===== config.mk =====
export PLATFORM = sky130hd
export DESIGN_NAME = radix_digit_emitter_core
export DESIGN_NICKNAME = d
export VERILOG_FILES = /design/src/rtl/rde_pkg.sv /design/src/rtl/rde_digit_div.sv /design/src/rtl/radix_digit_emitter_core.sv
export VERILOG_INCLUDE_DIRS = /design/src /design/src/rtl
export SDC_FILE = /design/constraint.sdc
export NUM_CORES = 1
export LEC_CHECK = 0
export BUFFER_PORTS_ARGS = -buffer_cell sky130_fd_sc_hd__buf_2
export CORE_MARGIN = 5
export CORE_UTILIZATION = 35
export CTS_CLUSTER_SIZE = 24
export DETAILED_ROUTE_END_ITERATION = 16
export GPL_ROUTABILITY_DRIVEN = 0
export MAX_ROUTING_LAYER = met4
export PLACE_DENSITY = 0.52
export SLEW_MARGIN = 25
export SYNTH_ARGS = -nofsm -noshare
export SYNTH_HDL_FRONTEND = slang
export SYNTH_HIERARCHICAL = 1
export SYNTH_SLANG_ARGS = --single-unit
export TNS_END_PERCENT = 1

===== constraint.sdc =====
create_clock -name clk -period 6.1 [get_ports clk]
set_input_delay 0.305 -clock clk [delete_from_list [all_inputs] [get_ports clk]]
set_output_delay 0.305 -clock clk [all_outputs]
set_load 0.01 [all_outputs]

===== src/rtl/radix_digit_emitter_core_assert.svh =====
// Assertion macros for the radix digit emitter.
`ifndef RADIX_DIGIT_EMITTER_CORE_ASSERT_SVH
`define RADIX_DIGIT_EMITTER_CORE_ASSERT_SVH

`ifndef SYNTHESIS
`define RDE_AST_IMP(lbl, ante, cons) \
  lbl: assert property (@(posedge clk) disable iff (!rst_n) (ante) |-> (cons)) \
    else $error("rde: same-cycle check failed");
`define RDE_AST_NXT(lbl, ante, cons) \
  lbl: assert property (@(posedge clk) disable iff (!rst_n) (ante) |=> (cons)) \
    else $error("rde: next-cycle check failed");
`else
`define RDE_AST_IMP(lbl, ante, cons)
`define RDE_AST_NXT(lbl, ante, cons)
`endif

`endif


===== src/rtl/rde_pkg.sv =====
// Shared types, constants and the digit-to-ASCII function.
`default_nettype none

package rde_pkg;

  localparam int BASE_W  = 5;
  localparam int DIGIT_W = 4;
  localparam int CHAR_W  = 7;

  localparam logic [BASE_W-1:0] BASE_MIN = 5'd2;
  localparam logic [BASE_W-1:0] BASE_MAX = 5'd16;

  localparam logic [CHAR_W-1:0] CHAR_0 = 7'h30;  // '0'
  localparam logic [CHAR_W-1:0] CHAR_A = 7'h41;  // 'A'

  // Divider status toward the sequencer
  typedef struct packed {
    logic               done;    // one digit finished this cycle
    logic               q_zero;  // quotient after this digit is zero
    logic [DIGIT_W-1:0] rem;     // the digit
  } div_status_t;

  function automatic logic [CHAR_W-1:0] glyph(input logic [DIGIT_W-1:0] d);
    logic [CHAR_W-1:0] c;
    if (d < 4'd10) begin
      c = CHAR_0 + {3'b000, d};
    end else begin
      c = CHAR_A + {3'b000, d - 4'd10};
    end
    return c;
  endfunction

endpackage

`default_nettype wire


===== src/rtl/rde_digit_div.sv =====
// Bit-serial restoring divider: one quotient bit per cycle, repeats until zero.
`default_nettype none

module rde_digit_div #(
  parameter int VALUE_BITS = 31
) (
  input  wire logic                       clk,
  input  wire logic                       rst_n,
  input  wire logic                       start,
  input  wire logic [VALUE_BITS-1:0]      value,
  input  wire logic [rde_pkg::BASE_W-1:0] base,
  output rde_pkg::div_status_t            status
);

  localparam int BCW = $clog2(VALUE_BITS);

  logic                        busy_r;
  logic                        busy_nxt;
  logic [VALUE_BITS-1:0]       q_r;
  logic [VALUE_BITS-1:0]       q_nxt;
  logic [rde_pkg::DIGIT_W-1:0] rem_r;
  logic [rde_pkg::DIGIT_W-1:0] rem_nxt;
  logic [rde_pkg::BASE_W-1:0]  base_r;
  logic [BCW-1:0]              cnt_r;
  logic [BCW-1:0]              cnt_nxt;
  logic [rde_pkg::BASE_W-1:0]  trial;
  logic [rde_pkg::BASE_W-1:0]  diff;
  logic                        ge;
  logic [VALUE_BITS-1:0]       q_step;
  logic [rde_pkg::DIGIT_W-1:0] rem_step;
  logic                        last_bit;

  // shift in the next dividend bit, subtract if it fits
  assign trial    = {rem_r, q_r[VALUE_BITS-1]};
  assign ge       = (trial >= base_r);
  assign diff     = trial - base_r;
  assign rem_step = ge ? diff[rde_pkg::DIGIT_W-1:0] : trial[rde_pkg::DIGIT_W-1:0];
  assign q_step   = {q_r[VALUE_BITS-2:0], ge};
  assign last_bit = (cnt_r == BCW'(VALUE_BITS - 1));

  always_comb begin
    busy_nxt = busy_r;
    q_nxt    = q_r;
    rem_nxt  = rem_r;
    cnt_nxt  = cnt_r;
    if (start) begin
      busy_nxt = 1'b1;
      q_nxt    = value;
      rem_nxt  = '0;
      cnt_nxt  = '0;
    end else if (busy_r) begin
      q_nxt = q_step;
      if (last_bit) begin
        rem_nxt = '0;
        cnt_nxt = '0;
        if (q_step == '0) begin
          busy_nxt = 1'b0;
        end
      end else begin
        rem_nxt = rem_step;
        cnt_nxt = cnt_r + 1'b1;
      end
    end
  end

  always_ff @(posedge clk) begin
    if (!rst_n) begin
      busy_r <= 1'b0;
      cnt_r  <= '0;
    end else begin
      busy_r <= busy_nxt;
      cnt_r  <= cnt_nxt;
    end
  end

  always_ff @(posedge clk) begin
    q_r   <= q_nxt;
    rem_r <= rem_nxt;
    if (start) begin
      base_r <= base;
    end
  end

  assign status.done   = busy_r && last_bit && !start;
  assign status.q_zero = (q_step == '0);
  assign status.rem    = rem_step;

endmodule

`default_nettype wire


===== src/rtl/radix_digit_emitter_core.sv =====
// Radix digit emitter top level: integer to ASCII digits in base 2..16, MSD first.
//
//  channel | direction | handshake            | word
//  --------+-----------+----------------------+----------------------------------------
//  in_     | input     | in_valid / in_ready   | in_value, in_base
//  out_    | output    | out_valid / out_ready | out_digit_char, out_last, out_bad_base
//
// Flow: one word in at a time; each digit takes one full bit-serial divider pass,
//   then each digit is popped through a registered stack read and then an output
//   load. A zero value or a bad base gives a single output word.
// Reset: synchronous, active low; clears control only, the stack is never cleared.
// Stalls: out_ready low holds the output register and the pop sequence;
//   the divider never stalls.
`default_nettype none
`include "radix_digit_emitter_core_assert.svh"

module radix_digit_emitter_core #(
  parameter int VALUE_BITS  = 31,
  parameter int STACK_DEPTH = 32
) (
  input  wire logic                       clk,
  input  wire logic                       rst_n,
  input  wire logic                       in_valid,
  output      logic                       in_ready,
  input  wire logic [VALUE_BITS-1:0]      in_value,
  input  wire logic [rde_pkg::BASE_W-1:0] in_base,
  output      logic                       out_valid,
  input  wire logic                       out_ready,
  output      logic [rde_pkg::CHAR_W-1:0] out_digit_char,
  output      logic                       out_last,
  output      logic                       out_bad_base
);

  localparam int AW = $clog2(STACK_DEPTH);
  localparam int CW = $clog2(STACK_DEPTH + 1);

  // sequencer states
  localparam logic [2:0] S_IDLE = 3'd0;  // waiting for a word
  localparam logic [2:0] S_DIV  = 3'd1;  // divider producing digits, LSD first
  localparam logic [2:0] S_RD   = 3'd2;  // read top of stack
  localparam logic [2:0] S_LD   = 3'd3;  // move popped digit to output reg
  localparam logic [2:0] S_ONE  = 3'd4;  // single word: zero value or bad base

  logic [2:0]                  st_r;
  logic [2:0]                  st_nxt;
  logic [CW-1:0]               dcnt_r;
  logic [CW-1:0]               dcnt_nxt;
  logic [CW-1:0]               dcnt_m1;
  logic [rde_pkg::CHAR_W-1:0]  one_char_r;
  logic [rde_pkg::CHAR_W-1:0]  one_char_nxt;
  logic                        one_bad_r;
  logic                        one_bad_nxt;
  logic                        out_valid_r;
  logic                        out_valid_nxt;
  logic [rde_pkg::CHAR_W-1:0]  out_char_r;
  logic [rde_pkg::CHAR_W-1:0]  out_char_nxt;
  logic                        out_last_r;
  logic                        out_last_nxt;
  logic                        out_bad_r;
  logic                        out_bad_nxt;
  logic                        out_load;
  logic                        out_free;
  logic                        in_bad;
  logic                        in_zero;
  logic                        div_start;
  logic                        mem_we;
  rde_pkg::div_status_t        div_st;

  // digit stack
  logic [rde_pkg::DIGIT_W-1:0] stack_mem [STACK_DEPTH];
  logic [rde_pkg::DIGIT_W-1:0] rd_data_r;

  rde_digit_div #(
    .VALUE_BITS(VALUE_BITS)
  ) u_div (
    .clk   (clk),
    .rst_n (rst_n),
    .start (div_start),
    .value (in_value),
    .base  (in_base),
    .status(div_st)
  );

  assign in_ready = (st_r == S_IDLE);
  assign in_bad   = (in_base < rde_pkg::BASE_MIN) || (in_base > rde_pkg::BASE_MAX);
  assign in_zero  = (in_value == '0);
  assign out_free = !out_valid_r || out_ready;
  assign dcnt_m1  = dcnt_r - 1'b1;

  always_comb begin
    st_nxt       = st_r;
    dcnt_nxt     = dcnt_r;
    one_char_nxt = one_char_r;
    one_bad_nxt  = one_bad_r;
    out_load     = 1'b0;
    out_char_nxt = out_char_r;
    out_last_nxt = out_last_r;
    out_bad_nxt  = out_bad_r;
    div_start    = 1'b0;
    mem_we       = 1'b0;
    case (st_r)
      S_IDLE: begin
        if (in_valid) begin
          if (in_bad || in_zero) begin
            one_char_nxt = in_bad ? '0 : rde_pkg::CHAR_0;
            one_bad_nxt  = in_bad;
            st_nxt       = S_ONE;
          end else begin
            div_start = 1'b1;
            dcnt_nxt  = '0;
            st_nxt    = S_DIV;
          end
        end
      end
      S_DIV: begin
        if (div_st.done) begin
          // digits past a full stack are dropped
          if (dcnt_r < CW'(STACK_DEPTH)) begin
            mem_we   = 1'b1;
            dcnt_nxt = dcnt_r + 1'b1;
          end
          if (div_st.q_zero) begin
            st_nxt = S_RD;
          end
        end
      end
      S_RD: begin
        dcnt_nxt = dcnt_m1;
        st_nxt   = S_LD;
      end
      S_LD: begin
        if (out_free) begin
          out_load     = 1'b1;
          out_char_nxt = rde_pkg::glyph(rd_data_r);
          out_last_nxt = (dcnt_r == '0);
          out_bad_nxt  = 1'b0;
          st_nxt       = (dcnt_r == '0) ? S_IDLE : S_RD;
        end
      end
      S_ONE: begin
        if (out_free) begin
          out_load     = 1'b1;
          out_char_nxt = one_char_r;
          out_last_nxt = 1'b1;
          out_bad_nxt  = one_bad_r;
          st_nxt       = S_IDLE;
        end
      end
      default: begin
        st_nxt = S_IDLE;
      end
    endcase
    out_valid_nxt = out_load || (out_valid_r && !out_ready);
  end

  always_ff @(posedge clk) begin
    if (!rst_n) begin
      st_r        <= S_IDLE;
      dcnt_r      <= '0;
      out_valid_r <= 1'b0;
    end else begin
      st_r        <= st_nxt;
      dcnt_r      <= dcnt_nxt;
      out_valid_r <= out_valid_nxt;
    end
  end

  always_ff @(posedge clk) begin
    one_char_r <= one_char_nxt;
    one_bad_r  <= one_bad_nxt;
    out_char_r <= out_char_nxt;
    out_last_r <= out_last_nxt;
    out_bad_r  <= out_bad_nxt;
  end

  // stack write: push remainder
  always_ff @(posedge clk) begin
    if (mem_we) begin
      stack_mem[dcnt_r[AW-1:0]] <= div_st.rem;
    end
  end

  // stack read: registered pop
  always_ff @(posedge clk) begin
    if (st_r == S_RD) begin
      rd_data_r <= stack_mem[dcnt_m1[AW-1:0]];
    end
  end

  assign out_valid      = out_valid_r;
  assign out_digit_char = out_char_r;
  assign out_last       = out_last_r;
  assign out_bad_base   = out_bad_r;

  `RDE_AST_NXT(a_accept_leaves_idle, in_valid && in_ready, st_r != S_IDLE)
  `RDE_AST_IMP(a_bad_is_single, out_valid_r && out_bad_r, out_last_r && (out_char_r == '0))
  `RDE_AST_IMP(a_div_done_in_div, div_st.done, st_r == S_DIV)
  `RDE_AST_IMP(a_pop_nonempty, st_r == S_RD, dcnt_r != '0)
  `RDE_AST_IMP(a_count_bound, st_r == S_DIV, dcnt_r <= CW'(STACK_DEPTH))

endmodule

`default_nettype wire

## Word-level counts from Yosys, hierarchy flattened

Memories as Yosys holds them, arrays and structs flattened. A register that Yosys moved wholly into a read port is not among the register bits.
Index checks and enable logic that the tools add are counted.
Widths: inputs -> output; s select.

| storage, ports and cells | value |
|---|---|
| word-level logic and storage cells | 105 |
| output and inout port bits | 11 |
| memory bits (read-only) | 0 |
| bits of input ports | 40 |
| memories | 1 |
| latch bits | 0 |
| register bits after elaboration | 73 |
| memory bits (writable) | 128 |

Memory list:

| memory | words | bits a word | read ports | clocked after Yosys merged registers in | write ports | line | text |
|---|---|---|---|---|---|---|---|
| stack_mem | 32 | 4 | 1 | 1 | 1 | radix_digit_emitter_core.sv:70 | `logic [rde_pkg::DIGIT_W-1:0] stack_mem [STACK_DEPTH];` |

| cells by class | value |
|---|---|
| $mul | 0 |
| reductions and logical operators | 23 |
| bitwise gates (word level) | 1 |
| muxes and demuxes | 43 |
| eq/ne operators | 12 |
| add/sub/neg operators | 7 |
| shifts and indexed selects | 0 |
| magnitude comparators | 5 |
| divide/modulo/power cells | 0 |

Operator list:

| operator | number |
|---|---|
| $logic_not 31->1 | 2 |
| $mux 31 | 2 |
| $mux 6 | 5 |
| $mux 7 | 3 |
| $mux 1 | 18 |
| $mux 3 | 6 |
| $pmux 6 s3 | 1 |
| $pmux 3 s5 | 1 |
| $ne 2x2->1 const B | 7 |
| $pmux 7 s2 | 1 |
| $reduce_and 5->1 | 2 |
| $mux 4 | 2 |
| $add 6x4->7 const A | 1 |
| $add 7x4->7 const A | 1 |
| $add 6x1->6 const B | 1 |
| $eq 3x2->1 const B | 2 |
| $logic_not 6->1 | 1 |
| $lt 6x6->1 const B | 1 |
| $reduce_and 3->1 | 2 |
| $sub 6x1->6 const B | 1 |
| $add 5x1->5 const B | 1 |
| $eq 5x5->1 const B | 1 |
| $ge 5x5->1 | 1 |
| $gt 5x5->1 const B | 1 |
| other kinds (17) | 27 |

## Logic depth before layout (Yosys ltp)

| depth | value |
|---|---|
| depth after elaboration | 12 |
| mapped depth | 11 |
| mapped depth without buffers | 10 |

## Cells and area by module

The synthesis kept the hierarchy.

Modules (own cells, without submodules):

| module | sequential area each (um^2) | times used | area an instance (um^2) | cells an instance |
|---|---|---|---|---|
| radix_digit_emitter_core | 4494.3 | 1 | 6782.8 | 445 |
| rde_digit_div | 1281.2 | 1 | 2242.2 | 170 |

## Worst setup path after synthesis

Ideal clock, no wire load.

| timing | value |
|---|---|
| path type | flip-flop to flip-flop |
| start point | register u_div.q_r[30] |
| end point | memory stack_mem[0][3] (netlist name), data pin |
| stages on the path, launching flop included | 8 |
| data required time | 5.646 ns |
| library setup time | 0.454 ns |
| clock period less this slack | 3.261 ns |
| arrival time | 2.807 ns |
| path buffers | 1 |
| path slack | 2.839 ns |
| path through | edfxtp_1 > inv_1 > ha_1 > nand2b_1 > a41o_2 > or2_1 > buf_6 > o21ai_0 |

RTL lines:

| element | line | text |
|---|---|---|
| from (decl) | rde_digit_div.sv:19 | `logic [VALUE_BITS-1:0] q_r;` |
| from (signal assigned) | rde_digit_div.sv:77 | `q_r <= q_nxt;` |
| to (decl) | radix_digit_emitter_core.sv:70 |  |

==> impl.org <==
** Outcome
- Status :: completed

** Synth
- Xor and xnor fraction of the mapped netlist area :: 1.25%
- Multiplexer share of the synthesized area :: 14.7%
- Synthesized netlist cell count :: 615
- Most used flip-flop cell after synthesis :: sky130_fd_sc_hd__edfxtp_1
- EDFF count, synth :: 179
- In the synthesized netlist the async set-or-reset flop fraction comes to 0%.
- Average cell area after synthesis :: 14.7 um2
- Synth Register Bits :: 199
- In this run the cell area of the synthesized design comes to 9020 um2.
- Largest family of logic cells by synthesized area :: multiplexers
- The synthesized netlist devotes 2.16% of its cell area to adder and majority cells.
- Number of synthesis warnings :: 6
- When the netlist entered floorplanning its net count stood at 670.
- Synthesis instantiated 64 different standard cells from the library.
- Summing the areas of all compound-gate instances in the mapped netlist gives 5.10% of the synthesized area.
- Of the synthesized area, sequential elements account for 64.0%.
- The synthesized netlist devotes 10.2% of its cell area to simple gates.

** Setup path
- FF-to-FF setup slack :: 2.39 ns
- Broken down by cell family, the worst path's largest delay share belongs to simple AND/OR/NAND/NOR gates.
- The worst register-to-register path ends at stack_mem[10][1].
- Counting buffers and inverters, the worst setup path is 10 cells deep.
- For the worst flop-to-flop path, the logic depth is 8.
- By startpoint and endpoint, the worst setup path is classified as input pin to register.
- In this run the critical register-to-register path is launched from st_r[1].
- At the worst endpoint, the arrival time is 3.82 ns.
- STA classifies the critical path endpoint as a register.
- Along the worst path, the maximum fanout reaches 40.
- The critical path goes through buf_2 -> nor4_1 -> nand4_1 -> o21a_1 -> and3_2 -> nand2b_1 -> nor2_1 -> nor3b_1 -> nand2_1 -> nor2_1.
- Required time of the critical path :: 6.20 ns
- Kind of start point of the critical path :: input pin
- The largest single stage delay on the critical path is 0.55 ns.
- The number of buffers and inverters on the critical path is 1.
- Among the stages of the critical path, the cell type that occurs most often is sky130_fd_sc_hd__nor2_1.
- Slowest cell on crit path :: sky130_fd_sc_hd__and3_2

** Timing
- Of the available clock period, the critical path in the final layout requires 61.0%.
- The clock period could shrink to 3.72 ns.
- In this run the tightest slew margin relative to its limit is 32.6%.
- Setup repair after global routing left no endpoint under its margin.
- The number of max-slew violations in the final report was 0.
- Setup ws final :: 2.38 ns
- Total Negative Setup Slacks :: 0 ns
- Setup violations remaining at the end of the flow were counted as 0.
- Worst Max-Slew Pin Slew :: 1.01 ns
- Setup Skew :: 0.0186 ns
- Number of hold violations in the final report :: 0
- Timing would allow up to 269 MHz.

** Pwr
- P per Cell Area :: 333 nW/um2
- Peak supply drop :: 0.000208 V
- The analysis attributes to cell leakage a power of 3.51 nW.
- Post-layout total power :: 0.00341 W

** Finish
- Antenna diodes :: 0
- Final instance area :: 10200 um2
- Filler cell count :: 2318
- Number of nets in the layout :: 712
- Fraction of final layout cells sized beyond drive strength 1 :: 23.0%
- Relative to the synthesized area, the layout overhead comes to 13.3%.

** Route
- Number of remaining DRC errors :: 0
- TritonRoute pass-1 iters :: 5
- Detailed-route wire length on metal 1 :: 8.44 mm
- Wire length on met2 :: 10.1 mm
- Wire segments on met3 add up to 764 um in the final route.
- Routed len/inst :: 19.6 um
- After detailed routing, the number of vias per cell comes to 5.24.
- For this block, the routed nets add up to 19.6 mm of wire.
- Routed vias :: 5240
- After detailed routing, no signal wire sits above met4.
- Initial DRC Count :: 413
- Post-detailed-route count of antenna-violating nets :: 0

** Placed design
- After detailed placement, the total cell area comes to 9580 um2.
- DPL Wire Length :: 13.3 mm
- Port Buffer Count :: 50
- At the placement stage, the worst setup path has a slack of 1.90 ns.

** Min path
- The worst hold path terminates at u_div/base_r[3].
- The tightest min-delay check is of the input pin to register type.
- Counting instances, the worst hold path has a depth of 1.
- The startpoint identified for the worst hold timing path is in_base[3].

** Clocking
- TritonCTS built the clock tree.
- H-tree levels :: 4
- The clock reaches the later pin of the worst-skew pair after 0.44 ns.
- Counting along the longest clock path gives a buffer depth of 2.
- Number of buffers inserted by hold repair at cts :: 0
- CTS sink cnt :: 199
- The root buffer cell chosen for the clock tree is sky130_fd_sc_hd__clkbuf_16.
- Post-CTS repair changed the size of 0 cells.
- Total CTS buffers :: 17
- After clock tree synthesis, the clock-pin slew on the worst setup and hold paths is 0.08 ns.
- In this run the post-CTS setup repair buffer count came out at 0.

** Floorplan
- The initial utilization of the core area, before any placement, comes to 35.7%.
- Number of placement rows :: 58
- Floorplan die width :: 171 um
- The die is 171 um tall.
- Die outline area :: 29100 um2
- The total area inside the core boundary comes to 25300 um2.
- For this design the top-level I/O count stands at 51.

** GRT
- Pin count of the biggest net entering global routing :: 45
- Global routing used 14.1% of the available tracks across all layers.
- The first global-routing pass estimated 30.3 mm of wire.
- Number of antenna violations at the first check in global routing :: 0
- The number of global-route vias before repair was 5473.
- Global routing finished with a remaining overflow of 0.

** Flow run
- Max Cap Viol :: 0
## through the flow
step,utilization [%],hold slack (ns),std cells
floorplan,-,0.404,615
global placement,37.9,0.494,968
detailed placement,37.9,0.514,968
CTS,40.5,0.0627,1000
global route,40.5,0.0538,1000
finish,40.5,0.0731,1000
## flip-flops by register name, summed over array words and instances (netlist names)
register,flops
u_div/rem_r,4
out_valid,1
out_last,1
one_bad_r,1
st_r,3
u_div/cnt_r,5
out_bad_base,1
rd_data_r,4
dcnt_r,6
u_div/q_r,31
u_div/busy_r,1
stack_mem,128
u_div/base_r,5
out_digit_char,7
one_char_r,1
## power by group
part	internal [W]	switching, W
logic	0.000163	0.000339
clock network	0.000608	0.000578
registers	0.00168	0.0000406
## worst max path at each step
stage,startpoint,endpoint,slack (ns)
2_1_floorplan,u_div/q_r[30],stack_mem[0][3],2.84
3_3_place_gp,in_value[1],stack_mem[7][0],2.09
3_5_place_dp,in_value[1],stack_mem[27][0],1.90
4_1_cts,in_value[1],stack_mem[26][1],2.35
5_1_grt,in_value[1],stack_mem[14][3],2.06
6_report,in_value[1],stack_mem[10][1],2.38
## cell families after synthesis
logic type	count (synthesis)
mux	82
simple gates	191
compound gates	66
flops	199
fa+ha+maj	15
buf+inv	50
xor+xnor	12
## routing by layer
layer	track usage [%]	vias up
met5	-	-
met4	3.72	0
met3	3.03	16
met2	23.8	105
met1	17.4	2653
li1	-	2466
## layout make-up
class	count	area, um2	share of cell area (%)
clock buffer	17	425	4.16
clock inverter	15	223	2.18
inverter	20	75.1	0.734
multi-input combinational	366	3040	29.7
sequential	199	5780	56.5
tap	330	413	4.04
timing repair buffer	53	273	2.67
## cell usage after synthesis, types with 2 or more instances
library cell | count | area [um2]
sky130_fd_sc_hd__xnor2_1 | 3 | 26.3
sky130_fd_sc_hd__mux2i_1 | 16 | 160
sky130_fd_sc_hd__buf_2 | 10 | 50.1
sky130_fd_sc_hd__o21ai_1 | 2 | 10.0
sky130_fd_sc_hd__a21o_1 | 2 | 15.0
sky130_fd_sc_hd__a21boi_0 | 2 | 15.0
sky130_fd_sc_hd__clkbuf_1 | 16 | 60.1
sky130_fd_sc_hd__a31oi_1 | 2 | 12.5
sky130_fd_sc_hd__dfxtp_1 | 20 | 400
sky130_fd_sc_hd__or2_2 | 4 | 25.0
sky130_fd_sc_hd__nor2b_1 | 3 | 18.8
sky130_fd_sc_hd__nor3b_1 | 4 | 30.0
sky130_fd_sc_hd__a211o_1 | 4 | 35.0
sky130_fd_sc_hd__nor3_1 | 8 | 40.0
sky130_fd_sc_hd__nand4_1 | 7 | 43.8
sky130_fd_sc_hd__mux4_1 | 14 | 368
sky130_fd_sc_hd__edfxtp_1 | 179 | 5380
sky130_fd_sc_hd__nor2_1 | 60 | 225
sky130_fd_sc_hd__o21ai_0 | 9 | 45.0
sky130_fd_sc_hd__ha_1 | 14 | 175
sky130_fd_sc_hd__inv_1 | 20 | 75.1
sky130_fd_sc_hd__o221ai_1 | 2 | 17.5
sky130_fd_sc_hd__nand2_1 | 56 | 210
sky130_fd_sc_hd__and3_1 | 3 | 18.8
sky130_fd_sc_hd__nor4_1 | 16 | 100
sky130_fd_sc_hd__xor2_1 | 8 | 70.1
sky130_fd_sc_hd__o22ai_1 | 6 | 37.5
sky130_fd_sc_hd__mux2_4 | 2 | 30.0
sky130_fd_sc_hd__or3b_2 | 3 | 26.3
sky130_fd_sc_hd__a221oi_1 | 2 | 17.5
sky130_fd_sc_hd__or3_1 | 2 | 12.5
sky130_fd_sc_hd__nand3b_1 | 3 | 22.5
sky130_fd_sc_hd__nand3_1 | 5 | 25.0
sky130_fd_sc_hd__and2_1 | 3 | 18.8
sky130_fd_sc_hd__buf_6 | 3 | 33.8
sky130_fd_sc_hd__o211ai_1 | 9 | 67.6
sky130_fd_sc_hd__mux4_2 | 18 | 405
sky130_fd_sc_hd__nand2b_1 | 7 | 43.8
sky130_fd_sc_hd__a21oi_1 | 12 | 60.1
sky130_fd_sc_hd__mux2_2 | 32 | 360
## cell usage in the layout, fill, tap and decap left out, types with 4 or more instances in the layout
cell	instances
sky130_fd_sc_hd__clkbuf_16	17
sky130_fd_sc_hd__edfxtp_1	179
sky130_fd_sc_hd__mux4_1	14
sky130_fd_sc_hd__a211o_1	4
sky130_fd_sc_hd__o22ai_1	6
sky130_fd_sc_hd__ha_1	14
sky130_fd_sc_hd__nand2b_1	7
sky130_fd_sc_hd__nor2_1	60
sky130_fd_sc_hd__buf_2	50
sky130_fd_sc_hd__nand2_1	56
sky130_fd_sc_hd__nor4_1	16
sky130_fd_sc_hd__o21ai_0	8
sky130_fd_sc_hd__inv_8	4
sky130_fd_sc_hd__inv_1	20
sky130_fd_sc_hd__o211ai_1	9
sky130_fd_sc_hd__mux2_2	32
sky130_fd_sc_hd__mux2i_1	16
sky130_fd_sc_hd__nand4_1	7
sky130_fd_sc_hd__mux4_2	18
sky130_fd_sc_hd__dfxtp_1	19
sky130_fd_sc_hd__nor3_1	8
sky130_fd_sc_hd__nor3b_1	4
sky130_fd_sc_hd__nand3_1	5
sky130_fd_sc_hd__a21oi_1	11
sky130_fd_sc_hd__clkinv_8	6
sky130_fd_sc_hd__xor2_1	8
sky130_fd_sc_hd__or2_2	4
No activity file was read; power rests on OpenSTA's default activity.
